`src/rtl/stoi_pkg.sv`:
```
// Shared constants and character helpers for the string to integer parser.
package stoi_pkg;

  localparam int unsigned COUNT_WIDTH_DEF = 16;
  localparam int unsigned CH_W            = 8;
  localparam int unsigned VAL_W           = 64;
  localparam int unsigned CONS_W          = 16;
  localparam int unsigned STAT_W          = 2;
  localparam int unsigned BASE_W          = 6;
  localparam int unsigned MAC_W           = VAL_W + BASE_W;
  localparam int unsigned OUT_DATA_W      = 88;
  localparam int unsigned CFG_ADDR_W      = 5;
  localparam int unsigned CFG_DATA_W      = 64;

  localparam logic [CONS_W-1:0] CONS_MAX = '1;

  localparam logic [STAT_W-1:0] ST_OK      = 2'd0;
  localparam logic [STAT_W-1:0] ST_RANGE   = 2'd1;
  localparam logic [STAT_W-1:0] ST_INVALID = 2'd2;

  localparam logic [1:0] REG_BASE  = 2'd0;
  localparam logic [1:0] REG_LOWER = 2'd1;
  localparam logic [1:0] REG_UPPER = 2'd2;

  localparam logic [BASE_W-1:0] BASE_ONE   = 6'd1;
  localparam logic [BASE_W-1:0] BASE_AUTO  = 6'd0;
  localparam logic [BASE_W-1:0] BASE_OCT   = 6'd8;
  localparam logic [BASE_W-1:0] BASE_DEC   = 6'd10;
  localparam logic [BASE_W-1:0] BASE_HEX   = 6'd16;
  localparam logic [BASE_W-1:0] BASE_MAX   = 6'd36;
  localparam logic [BASE_W-1:0] NO_DIGIT   = 6'd36;

  localparam logic [CH_W-1:0] CH_TAB   = 8'd9;
  localparam logic [CH_W-1:0] CH_CR    = 8'd13;
  localparam logic [CH_W-1:0] CH_SPACE = 8'd32;
  localparam logic [CH_W-1:0] CH_PLUS  = 8'h2B;
  localparam logic [CH_W-1:0] CH_MINUS = 8'h2D;
  localparam logic [CH_W-1:0] CH_ZERO  = 8'h30;
  localparam logic [CH_W-1:0] CH_NINE  = 8'h39;
  localparam logic [CH_W-1:0] CH_UA    = 8'h41;
  localparam logic [CH_W-1:0] CH_UX    = 8'h58;
  localparam logic [CH_W-1:0] CH_UZ    = 8'h5A;
  localparam logic [CH_W-1:0] CH_LA    = 8'h61;
  localparam logic [CH_W-1:0] CH_LX    = 8'h78;
  localparam logic [CH_W-1:0] CH_LZ    = 8'h7A;

  function automatic logic [BASE_W-1:0] digit_value(input logic [CH_W-1:0] c);
    logic [CH_W-1:0] t;
    t = '0;
    if (c >= CH_ZERO && c <= CH_NINE) begin
      t = c - CH_ZERO;
    end else if (c >= CH_UA && c <= CH_UZ) begin
      t = c - CH_UA + 8'd10;
    end else if (c >= CH_LA && c <= CH_LZ) begin
      t = c - CH_LA + 8'd10;
    end else begin
      t = CH_W'(NO_DIGIT);
    end
    return t[BASE_W-1:0];
  endfunction

  function automatic logic is_space(input logic [CH_W-1:0] c);
    return (c >= CH_TAB && c <= CH_CR) || c == CH_SPACE;
  endfunction

endpackage

```
`src/rtl/string_to_integer_parser.sv`:
```
// Streaming strtoll-style parser: one character per cycle in, one result per string out.
// Takes one character per clock cycle, sustained, as long as results are drained. A
// character is held in an input register, then one pass of logic (digit decode, a
// 64x6 multiply-add and an exact compare against the magnitude limit) updates the parse
// state and loads the result register as the terminating character leaves the input
// register, held while a result waits. The character-to-character dependence through the
// running total is that single multiply-add and compare. Configuration is sampled when
// a string starts (base) and when its sign is resolved (bounds); write it only while idle.
module string_to_integer_parser
  import stoi_pkg::*;
#(
  parameter int unsigned COUNT_WIDTH = COUNT_WIDTH_DEF
) (
  input  logic                  clk,
  input  logic                  rst_n,
  input  logic                  in_tvalid,
  output logic                  in_tready,
  input  logic [CH_W-1:0]       in_tdata,    // [7:0] ch
  input  logic                  in_tuser,    // [0] first
  output logic                  out_tvalid,
  input  logic                  out_tready,
  output logic [OUT_DATA_W-1:0] out_tdata,   // [63:0] value, [79:64] consumed, [81:80] status
  input  logic                  cfg_psel,
  input  logic                  cfg_penable,
  input  logic                  cfg_pwrite,
  input  logic [CFG_ADDR_W-1:0] cfg_paddr,
  input  logic [CFG_DATA_W-1:0] cfg_pwdata,
  output logic [CFG_DATA_W-1:0] cfg_prdata,
  output logic                  cfg_pready
);

  typedef enum logic [2:0] {
    PH_IDLE, PH_LEAD, PH_START, PH_ZERO, PH_HEX, PH_DIGITS, PH_DONE
  } phase_t;

  logic [BASE_W-1:0]      base_r;
  logic [VAL_W-1:0]       lower_r;
  logic [VAL_W-1:0]       upper_r;

  logic                   in_valid_r;
  logic [CH_W-1:0]        ch_r;
  logic                   first_r;

  phase_t                 ph_r, ph_nxt, cur_ph;
  logic                   neg_r, neg_nxt, cur_neg;
  logic [BASE_W-1:0]      ab_r, ab_nxt, cur_ab;
  logic [VAL_W-1:0]       tot_r, tot_nxt, cur_tot;
  logic [VAL_W-1:0]       lim_r, lim_nxt, cur_lim;
  logic                   rf_r, rf_nxt, cur_rf;
  logic [COUNT_WIDTH-1:0] pos_r, pos_nxt, cur_pos;

  logic                   out_valid_r;
  logic [VAL_W-1:0]       res_value_r, res_value;
  logic [CONS_W-1:0]      res_cnt_r, res_cnt;
  logic [STAT_W-1:0]      res_status_r, res_status;
  logic                   res_hit;

  logic                   adv;
  logic                   cfg_wr;
  logic [BASE_W-1:0]      dig;
  logic                   live;
  logic                   do_take;
  logic                   take_in_digits;
  logic [MAC_W-1:0]       mac;
  logic [VAL_W-1:0]       lim_neg;
  logic [COUNT_WIDTH-1:0] cnt_sel;
  logic [32:0]            cnt_ext;

  assign cfg_pready = 1'b1;
  assign cfg_wr     = cfg_psel & cfg_penable & cfg_pwrite & cfg_pready;

  always_ff @(posedge clk) begin
    if (!rst_n) begin
      base_r  <= BASE_DEC;
      lower_r <= {1'b1, {(VAL_W-1){1'b0}}};
      upper_r <= {1'b0, {(VAL_W-1){1'b1}}};
    end else if (cfg_wr) begin
      case (cfg_paddr[4:3])
        REG_BASE:  base_r  <= cfg_pwdata[BASE_W-1:0];
        REG_LOWER: lower_r <= cfg_pwdata;
        REG_UPPER: upper_r <= cfg_pwdata;
        default: ;
      endcase
    end
  end

  always_comb begin
    case (cfg_paddr[4:3])
      REG_BASE:  cfg_prdata = CFG_DATA_W'(base_r);
      REG_LOWER: cfg_prdata = lower_r;
      REG_UPPER: cfg_prdata = upper_r;
      default:   cfg_prdata = '0;
    endcase
  end

  assign adv       = in_valid_r & (~out_valid_r | out_tready);
  assign in_tready = ~in_valid_r | adv;

  always_ff @(posedge clk) begin
    if (!rst_n) begin
      in_valid_r <= 1'b0;
    end else if (in_tready) begin
      in_valid_r <= in_tvalid;
    end
    if (in_tvalid && in_tready) begin
      ch_r    <= in_tdata;
      first_r <= in_tuser;
    end
  end

  assign dig     = digit_value(ch_r);
  assign lim_neg = lower_r[VAL_W-1] ? (VAL_W'(0) - lower_r) : upper_r;

  always_comb begin
    cur_ph  = ph_r;
    cur_neg = neg_r;
    cur_ab  = ab_r;
    cur_tot = tot_r;
    cur_lim = lim_r;
    cur_rf  = rf_r;
    cur_pos = pos_r;
    live    = 1'b1;
    if (first_r) begin
      cur_ph  = PH_LEAD;
      cur_neg = 1'b0;
      cur_ab  = base_r;
      cur_tot = '0;
      cur_lim = '0;
      cur_rf  = 1'b0;
      cur_pos = '0;
    end else if (ph_r == PH_IDLE || ph_r == PH_DONE) begin
      live = 1'b0;
    end

    ph_nxt         = cur_ph;
    neg_nxt        = cur_neg;
    ab_nxt         = cur_ab;
    tot_nxt        = cur_tot;
    lim_nxt        = cur_lim;
    rf_nxt         = cur_rf;
    pos_nxt        = cur_pos;
    res_hit        = 1'b0;
    res_value      = '0;
    cnt_sel        = '0;
    res_status     = ST_OK;
    do_take        = 1'b0;
    take_in_digits = 1'b0;
    mac            = '0;

    if (first_r && (base_r == BASE_ONE || base_r > BASE_MAX)) begin
      live       = 1'b0;
      res_hit    = 1'b1;
      res_status = ST_INVALID;
      ph_nxt     = PH_DONE;
    end

    if (live) begin
      case (cur_ph)
        PH_LEAD: begin
          if (is_space(ch_r)) begin
            ph_nxt = PH_LEAD;
          end else if (ch_r == CH_MINUS || ch_r == CH_PLUS) begin
            neg_nxt = (ch_r == CH_MINUS);
            lim_nxt = (ch_r == CH_MINUS) ? lim_neg : upper_r;
            ph_nxt  = PH_START;
          end else begin
            lim_nxt = cur_neg ? lim_neg : upper_r;
            if ((cur_ab == BASE_AUTO || cur_ab == BASE_HEX) && ch_r == CH_ZERO) begin
              ph_nxt = PH_ZERO;
            end else begin
              if (cur_ab == BASE_AUTO) ab_nxt = BASE_DEC;
              do_take = 1'b1;
            end
          end
        end
        PH_START: begin
          if ((cur_ab == BASE_AUTO || cur_ab == BASE_HEX) && ch_r == CH_ZERO) begin
            ph_nxt = PH_ZERO;
          end else begin
            if (cur_ab == BASE_AUTO) ab_nxt = BASE_DEC;
            do_take = 1'b1;
          end
        end
        PH_ZERO: begin
          if (ch_r == CH_LX || ch_r == CH_UX) begin
            ab_nxt = BASE_HEX;
            ph_nxt = PH_HEX;
          end else begin
            if (cur_ab == BASE_AUTO) ab_nxt = BASE_OCT;
            do_take        = 1'b1;
            take_in_digits = 1'b1;
          end
        end
        PH_HEX: begin
          if (dig < BASE_HEX) begin
            do_take = 1'b1;
          end else begin
            res_hit = 1'b1;
            cnt_sel = (cur_pos != '0) ? cur_pos - 1'b1 : '0;
            ph_nxt  = PH_DONE;
          end
        end
        PH_DIGITS: begin
          do_take        = 1'b1;
          take_in_digits = 1'b1;
        end
        default: ;
      endcase

      if (do_take) begin
        if (dig < ab_nxt) begin
          mac = MAC_W'(cur_tot) * MAC_W'(ab_nxt) + MAC_W'(dig);
          if (!cur_rf) begin
            if (mac > MAC_W'(lim_nxt)) begin
              tot_nxt = lim_nxt;
              rf_nxt  = 1'b1;
            end else begin
              tot_nxt = mac[VAL_W-1:0];
            end
          end
          ph_nxt = PH_DIGITS;
        end else if (take_in_digits) begin
          res_hit    = 1'b1;
          res_value  = neg_nxt ? (VAL_W'(0) - cur_tot) : cur_tot;
          cnt_sel    = cur_pos;
          res_status = cur_rf ? ST_RANGE : ST_OK;
          ph_nxt     = PH_DONE;
        end else begin
          res_hit    = 1'b1;
          res_status = ST_INVALID;
          ph_nxt     = PH_DONE;
        end
      end

      if (cur_pos != '1) pos_nxt = cur_pos + 1'b1;
    end

    cnt_ext = 33'(cnt_sel);
    res_cnt = (cnt_ext > 33'(CONS_MAX)) ? CONS_MAX : cnt_ext[CONS_W-1:0];
  end

  always_ff @(posedge clk) begin
    if (!rst_n) begin
      ph_r  <= PH_IDLE;
      neg_r <= 1'b0;
      ab_r  <= BASE_DEC;
      tot_r <= '0;
      lim_r <= '0;
      rf_r  <= 1'b0;
      pos_r <= '0;
    end else if (adv) begin
      ph_r  <= ph_nxt;
      neg_r <= neg_nxt;
      ab_r  <= ab_nxt;
      tot_r <= tot_nxt;
      lim_r <= lim_nxt;
      rf_r  <= rf_nxt;
      pos_r <= pos_nxt;
    end
  end

  always_ff @(posedge clk) begin
    if (!rst_n) begin
      out_valid_r <= 1'b0;
    end else if (out_tready || !out_valid_r) begin
      out_valid_r <= adv & res_hit;
    end
    if (adv && res_hit) begin
      res_value_r  <= res_value;
      res_cnt_r    <= res_cnt;
      res_status_r <= res_status;
    end
  end

  assign out_tvalid = out_valid_r;
  assign out_tdata  = {6'b0, res_status_r, res_cnt_r, res_value_r};

  a_invalid_zero: assert property (@(posedge clk) disable iff (!rst_n)
    out_valid_r && res_status_r == ST_INVALID |-> res_value_r == '0 && res_cnt_r == '0)
    else $error("invalid result carries a value or count");

  a_clamp_holds_limit: assert property (@(posedge clk) disable iff (!rst_n)
    rf_r |-> tot_r == lim_r)
    else $error("range flag set but total is not the limit");

  a_stall_cause: assert property (@(posedge clk) disable iff (!rst_n)
    !in_tready |-> in_valid_r && out_valid_r && !out_tready)
    else $error("input stalled without a blocked result");

endmodule
```
`config.mk`:
```
export PLATFORM = sky130hd
export DESIGN_NAME = string_to_integer_parser
export DESIGN_NICKNAME = d
export VERILOG_FILES = /design/src/rtl/stoi_pkg.sv /design/src/rtl/string_to_integer_parser.sv
export SDC_FILE = /design/constraint.sdc
export NUM_CORES = 2
export LEC_CHECK = 0
export ABC_AREA = 1
export BUFFER_PORTS_ARGS = -buffer_cell sky130_fd_sc_hd__buf_2
export CORE_MARGIN = 2
export CORE_UTILIZATION = 39
export DETAILED_ROUTE_END_ITERATION = 7
export PLACE_DENSITY = 0.66
export SLEW_MARGIN = 30
export SYNTH_ARGS = -nofsm -noshare
export SYNTH_HDL_FRONTEND = slang
export SYNTH_SLANG_ARGS = --single-unit
```
`constraint.sdc`:
```
create_clock -name clk -period 7.32 [get_ports clk]
set_clock_uncertainty 0.1 [all_clocks]
set_input_delay 0.366 -clock clk [delete_from_list [all_inputs] [get_ports clk]]
set_output_delay 0.366 -clock clk [all_outputs]
set_load 0.1 [all_outputs]
```
Yosys cells after proc, flatten, opt, wreduce, memory -nomap -nowiden:

Index checks and enable logic that the tools add are counted.

* add/subtract/negate cells: 10
* multiply operators: 1
* divide/modulo/power cells: 0
* $lt $le $gt $ge: 12
* equal/unequal tests: 17
* shifts and indexed selects: 0
* muxes and demuxes: 86
* bitwise gates (word level): 11
* reductions and logical operators: 24

Operators by type and width (number)
* 64-bit two-way mux: 16
* 64-bit one-hot mux with 3 select lines: 1
* 16-bit two-way mux: 9
* 1-bit by 64-bit subtractor with 64-bit output (first input constant): 2
* 6-bit two-way mux: 12
* 70-bit by 6-bit adder with 70-bit output: 1
* 70-bit by 64-bit greater-than comparator with 1-bit output: 1
* 64-bit by 6-bit multiplier with 70-bit output: 1
* 8-bit by 6-bit equality test with 1-bit output (second input constant): 4
* 1-bit two-way mux: 29
* 3-bit two-way mux: 9
* 6-bit one-hot mux with 3 select lines: 1
* 16-bit by 1-bit adder with 16-bit output (second input constant): 1
* 8-bit by 7-bit equality test with 1-bit output (second input constant): 2
* 8-bit by 7-bit >= comparator with 1-bit output (second input constant): 2
* 8-bit by 7-bit less-or-equal comparator with 1-bit output (second input constant): 2
* 16-bit inequality test (second input constant): 1
* 16-bit nonzero test: 1
* 16-bit by 1-bit subtractor with 16-bit output (second input constant): 1
* 6-bit by 4-bit adder with 6-bit output (second input constant): 2
* 2-bit two-way mux: 6
* 3-bit one-hot mux with 4 select lines: 1
* 6-bit subtractor (second input constant): 2
* 3-bit equality test (second input constant): 3
* other kinds (27): 51

* register bits: 382
* bits in latches: 0
* RAM bits: 0
* bits in read-only memories: 0
* output and inout port bits: 155
* word-level logic and storage cells: 178
* memories kept: 0

Longest topological paths before layout:

* depth in word-level cells: 17
* mapped depth: 59
* depth with buffers taken out: 57

Worst setup path before layout:

OpenSTA, ideal clock, no wires.

* kind: flip-flop to flip-flop
* start point: reg first_r
* end point: reg tot_r[56]
* arrival time: 7663 ps
* path slack: -565 ps
* cell stages (with the launch flop): 50
* path buffers: 5
* clock period less this slack: 7885 ps
* path through: edfxtp_1 buf_6 clkbuf_1 buf_2 mux2i_1 nor3b_1 nand3_1 nand2_1 clkbuf_1 nand2_1 fa_1 fa_1 inv_1 fa_1 inv_1 fa_1 inv_1 ha_1 (+14 left out) nand2_1 nand2_1 ha_1 nand2_1 nor3_1 nor3b_1 nand2_1 nand2_1 nand2_1 nand2_1 nand2_1 nand2_1 nand2_1 nand2_2 clkbuf_1 nand2_1 o211ai_1 a21oi_1

* longest elaborated chain between the ends: 17
* elaborated cells on any way between the ends: 45

Ends and longest elaborated chain
* from (decl): RTL line string_to_integer_parser.sv:42 `logic first_r;`
* from (signal assigned): RTL line string_to_integer_parser.sv:107 `first_r <= in_tuser;`
* 6-bit two-way mux: RTL line string_to_integer_parser.sv:123 `if (first_r) begin`
* 6-bit by 5-bit equality test with 1-bit output / 6-bit zero test (equally long branches): RTL line string_to_integer_parser.sv:168, string_to_integer_parser.sv:177, string_to_integer_parser.sv:171
* 1-bit logical OR: RTL line string_to_integer_parser.sv:168, string_to_integer_parser.sv:177
* 1-bit logical AND: RTL line string_to_integer_parser.sv:168, string_to_integer_parser.sv:177
* 6-bit two-way mux: RTL line string_to_integer_parser.sv:168 `if ((cur_ab == BASE_AUTO || cur_ab == BASE_HEX) && ch_r == CH_ZERO) begin`
* 6-bit two-way mux: RTL line string_to_integer_parser.sv:162 `end else if (ch_r == CH_MINUS || ch_r == CH_PLUS) begin`
* 6-bit two-way mux: RTL line string_to_integer_parser.sv:160 `if (is_space(ch_r)) begin`
* 6-bit one-hot mux with 3 select lines: RTL line string_to_integer_parser.sv:158 `case (cur_ph)`
* 6-bit two-way mux: RTL line string_to_integer_parser.sv:157 `if (live) begin`
* 64-bit by 6-bit multiplier with 70-bit output: RTL line string_to_integer_parser.sv:212 `mac = MAC_W'(cur_tot) * MAC_W'(ab_nxt) + MAC_W'(dig);`
* 70-bit by 6-bit adder with 70-bit output: RTL line string_to_integer_parser.sv:212
* 70-bit by 64-bit greater-than comparator with 1-bit output: RTL line string_to_integer_parser.sv:214 `if (mac > MAC_W'(lim_nxt)) begin`
* 64-bit two-way mux: RTL line string_to_integer_parser.sv:214
* 64-bit two-way mux: RTL line string_to_integer_parser.sv:213 `if (!cur_rf) begin`
* 64-bit two-way mux: RTL line string_to_integer_parser.sv:211 `if (dig < ab_nxt) begin`
* 64-bit two-way mux: RTL line string_to_integer_parser.sv:210 `if (do_take) begin`
* 64-bit two-way mux (*): RTL line string_to_integer_parser.sv:157
* to (signal assigned): RTL line string_to_integer_parser.sv:255 `tot_r <= tot_nxt;`
* to (decl): RTL line string_to_integer_parser.sv:47 `logic [VAL_W-1:0] tot_r, tot_nxt, cur_tot;`

Every way passes the cells marked *; elsewhere a longest branch is shown, timed or not. The select of a mux whose other input is x is not followed.
A chain may end at the register's enable or synchronous reset.

Final worst setup path:

* start point: reg ch_r[0]
* end point: reg tot_r[5]

* longest elaborated chain between the ends: 15
* elaborated cells on any way between the ends: 58

Ends and longest elaborated chain
* from (decl): RTL line string_to_integer_parser.sv:41 `logic [CH_W-1:0] ch_r;`
* from (signal assigned): RTL line string_to_integer_parser.sv:106 `ch_r <= in_tdata;`
* parallel branches: the longest is 13 deep, another holds 64-bit by 6-bit multiplier with 70-bit output
* 64-bit two-way mux (*): RTL line string_to_integer_parser.sv:210
* 64-bit two-way mux (*): RTL line string_to_integer_parser.sv:157

Mark *: on every way between the ends. The select of a mux whose other input is x is not followed.

==> results.ini <==
[timing]
timing.final.hold_violations=0
min_period_ps=8390
drv_slew=0
setup_tns_ps=-60440
timing.fmax_mhz=119
setup_ws_ps=-1070
maxSlewHeadroom_pct=32.1
max_slew.worst_pin.slew_ps=1020
timing.final.setup_violations=65
grt_setup_unrepaired=yes
timing.final.crit_share_pct=115

[power]
powerDensity_nw_per_um2=151
power_leakage_nw=25.4
power.total_mw=7.78
worst_ir_drop_vdd_mv=0.168

[route]
drt.antenna.violating_nets=0
route.detailed.wl_per_inst_um=20.0
drc=0
routed_wl_um=160000
route.vias.total=43100
violation_count_after_the_first_detailed_route_iteration=4195
avgViaCountPerCell=5.40
drt_first_pass_iters=6

[die]
row_count=116
ioPinCount=240
floorplan.die.height_um=321
placeableCoreArea_sq_um=99900
die-area_sq_um=103000
die_w_um=321
initial_cell_density_of_the_core_pct=39.2

[clock_network]
tritoncts=yes
cts_max_path_buffers=3
root_buffer=sky130_fd_sc_hd__clkbuf_16
cts_h_tree_lvls=2
tritoncts.num_buffers=49
clock_sinks=382
path_clk_slew_ps=60
clock_latency_ps=660

[synthesis]
post_synth_edffs=91
syn_area_sq_um=39200
top_cell_type_by_total_area_after_synthesis=sky130_fd_sc_hd__dfxtp_1
synth_seq_area_share_pct=21.8
fraction_of_registers_with_async_set_or_reset_after_synthesis_pct=0
synth-seq-cells=382
dominant_register_cell_in_the_synthesized_netlist=sky130_fd_sc_hd__dfxtp_1
synth_top_cells_by_area=sky130_fd_sc_hd__dfxtp_1, sky130_fd_sc_hd__nand2_1, sky130_fd_sc_hd__fa_1, sky130_fd_sc_hd__a21oi_1, sky130_fd_sc_hd__inv_1
synth-compound-area-share_pct=17.5
synth_mux_area_share_pct=0.0256
synth_simple_gate_area_share_pct=27.5
synth_area_per_cell_sq_um=6.74
yosys.cell_types.count=71
synth_largest_type_area_fraction_pct=14.9
yosys_warnings=0
gate_count_after_technology_mapping=5813
synth_xor_xnor_area_share_pct=2.21
synth_adder_area_share_pct=20.2
dominant_combinational_cell_family_by_area_after_synthesis=simple AND/OR/NAND/NOR gates

[placement]
dpl-instance-area_sq_um=46500
place.detailed.hpwl_um=122000
place_congestion=1.04
placement.io_buffers=229

[hold_path]
holdCritPathClass=input pin to flip-flop
min_delay_worst_endpoint=upper_r[0]
worst_hold_start=cfg_paddr[3]
worstHoldPathCells=6

[worst_setup_path]
timing.critical_path.mode_cell=sky130_fd_sc_hd__nand2_1
cp.arrival_ps=8780
worstPathMaxFanout=15
cpPeakStageDelay_ps=510
worstSetupEndpointType=flip-flop
regToRegEndpoint=tot_r[5]
r2r_slack_ps=-1070
critical_path.startpoint_type=flip-flop
rr_worst_depth=50
critPathKind=flip-flop to flip-flop
critPathRequiredTime_ps=7710
critical_path.slowest_cell=sky130_fd_sc_hd__fa_1
regToRegStartpoint=ch_r[0]

[grt]
first_pass_grt_wire_length_um=246000
grt_max_degree=93
gr-total-overflow=0
first_global_vias=41500
number_of_antenna_violations_at_the_first_check_in_global_routing=0
globalRouteTotalUtil_pct=30.7

[finish]
area_growth_pct=31.1
final_design_area_no_fill_sq_um=51300
drive_gt1_share_pct=22.1
fin_nets=7219
num_antenna_cells=0

[run]
maxCapViolCount=0

[run_status]
outcome=finished, violations left
violated_checks=setup timing

cells in the final DEF, fill, tap and decap left out, types with 11 or more instances in the layout:
| master | count |
|---|---|
| sky130_fd_sc_hd__clkbuf_16 | 51 |
| sky130_fd_sc_hd__nand2_2 | 69 |
| sky130_fd_sc_hd__ha_1 | 167 |
| sky130_fd_sc_hd__o211ai_1 | 148 |
| sky130_fd_sc_hd__o21bai_1 | 12 |
| sky130_fd_sc_hd__nor4_1 | 17 |
| sky130_fd_sc_hd__buf_12 | 27 |
| sky130_fd_sc_hd__buf_4 | 714 |
| sky130_fd_sc_hd__inv_2 | 21 |
| sky130_fd_sc_hd__ha_4 | 59 |
| sky130_fd_sc_hd__o22ai_1 | 62 |
| sky130_fd_sc_hd__edfxtp_1 | 91 |
| sky130_fd_sc_hd__nand3_1 | 217 |
| sky130_fd_sc_hd__inv_1 | 763 |
| sky130_fd_sc_hd__nand2_1 | 1302 |
| sky130_fd_sc_hd__dfxtp_1 | 290 |
| sky130_fd_sc_hd__o21ai_1 | 20 |
| sky130_fd_sc_hd__a21oi_1 | 546 |
| sky130_fd_sc_hd__xnor2_1 | 17 |
| sky130_fd_sc_hd__buf_2 | 228 |
| sky130_fd_sc_hd__nand4_1 | 58 |
| sky130_fd_sc_hd__clkinv_1 | 13 |
| sky130_fd_sc_hd__nor2_1 | 619 |
| sky130_fd_sc_hd__a22oi_1 | 33 |
| sky130_fd_sc_hd__nor3_1 | 83 |
| sky130_fd_sc_hd__nand3_2 | 29 |
| sky130_fd_sc_hd__a21oi_2 | 38 |
| sky130_fd_sc_hd__xor2_1 | 72 |
| sky130_fd_sc_hd__dlygate4sd3_1 | 76 |
| sky130_fd_sc_hd__o21ai_0 | 241 |
| sky130_fd_sc_hd__nor3_2 | 11 |
| sky130_fd_sc_hd__fa_1 | 247 |
| sky130_fd_sc_hd__nor2_4 | 17 |
| sky130_fd_sc_hd__nor2_2 | 81 |
| sky130_fd_sc_hd__a2bb2oi_1 | 12 |
cell usage after synthesis, drive strengths merged (2+ instances only):
cell type and count:
a21oi 594, a21o 5, nand4 60, xnor2 19, o221ai 9, xor2 80, nand3 255, nand2 1381
clkbuf 190, and3 5, a22oi 33, a21boi 9, a2bb2oi 12, nor2 720, and2 2, nand3b 2
o21a 8, a41oi 2, fa 252, a31o 3, nor3b 12, inv 791, edfxtp 91, nor4 19
clkinv 14, a31oi 10, o22ai 62, buf 88, dfxtp 291, ha 228, o211ai 148, o21bai 16
or2 10, o31ai 9, o21ai 267, a211oi 8, conb 2, nor3 95
cells by family (layout without fill, tap and decap cells):
kind of cell             after synthesis  in the layout
flip-flops                           382            382
XOR/XNOR                              99             99
AND/OR/NAND/NOR                     2565           2566
multiplexers                           1              1
AO/OA/AOI/OAI                       1201           1201
other                                  2              7
adder cells (fa/ha/maj)              480            480
buffers and inverters               1083           1956
flip-flops by register name, indices dropped and copies added (netlist names), 8 cells and up:
register / flops
upper_r: 64
lower_r: 64
lim_r: 64
ch_r: 8
res_cnt_r: 16
res_value_r: 64
pos_r: 16
tot_r: 64
cell type report:
class | instances | area (sq um)
Fill cell | 9890 | 48500
Multi-Input combinational cell | 4354 | 28200
Sequential cell | 382 | 8560
Timing Repair Buffer | 1062 | 8120
Inverter | 805 | 3070
Tap cell | 1298 | 1620
Clock buffer | 63 | 1350
Clock inverter | 26 | 427
worst max-delay path, delay by kind of cell, from the launching register on:
kind / cells / cell delay (ps)
buf+inv: 11 / 1390
fa+ha+maj: 7 / 2520
simple gates: 21 / 1920
compound gates: 10 / 1610
flops: 1 / 450
xor+xnor: 1 / 200
worst max path at each step:
| stage | from | end | cells past startpoint |
|---|---|---|---|
| after global routing | ch_r[0] | tot_r[62] | 53 |
| final | ch_r[0] | tot_r[5] | 50 |
| after floorplan | ch_r[0] | tot_r[48] | 54 |
| after global placement | ch_r[0] | tot_r[62] | 45 |
| after detailed placement | ch_r[0] | tot_r[62] | 45 |
| after CTS | ch_r[0] | tot_r[5] | 50 |
metrics by stage:
step	util (%)	worst slack, ps	hold WS (ps)	instances
finish	51.4	-1070	133	7990
floorplan	-	-1.16	343	5818
global route	51.4	-1440	170	7990
detailed placement	46.6	-1730	355	7779
global placement	46.6	-1740	351	7779
CTS	51.3	-771	98.5	7986
power breakdown:
group | switching [mW] | internal, mW
clock | 1.07 | 1.66
sequential | 0.0431 | 2.24
combinational | 1.85 | 0.922
repair_timing:
item | CTS | global route
gates cloned | 8 | 0
endpoints found under the setup margin | 65 | 65
resized for setup | 313 | 32
pin swaps | 145 | 24
hold buffers | 76 | 0
hold endpoints to repair | 145 | 0
buffers inserted | 34 | 4
layer usage:
metal	vias to the layer above	GRT usage, %	routed length (um)
met5	-	0	0
met4	0	10.2	5740
met3	254	4.19	13800
met2	1881	47.6	69400
met1	20400	43.9	71000
li1	20600	-	-
No activity file was read; power rests on OpenSTA's default activity.
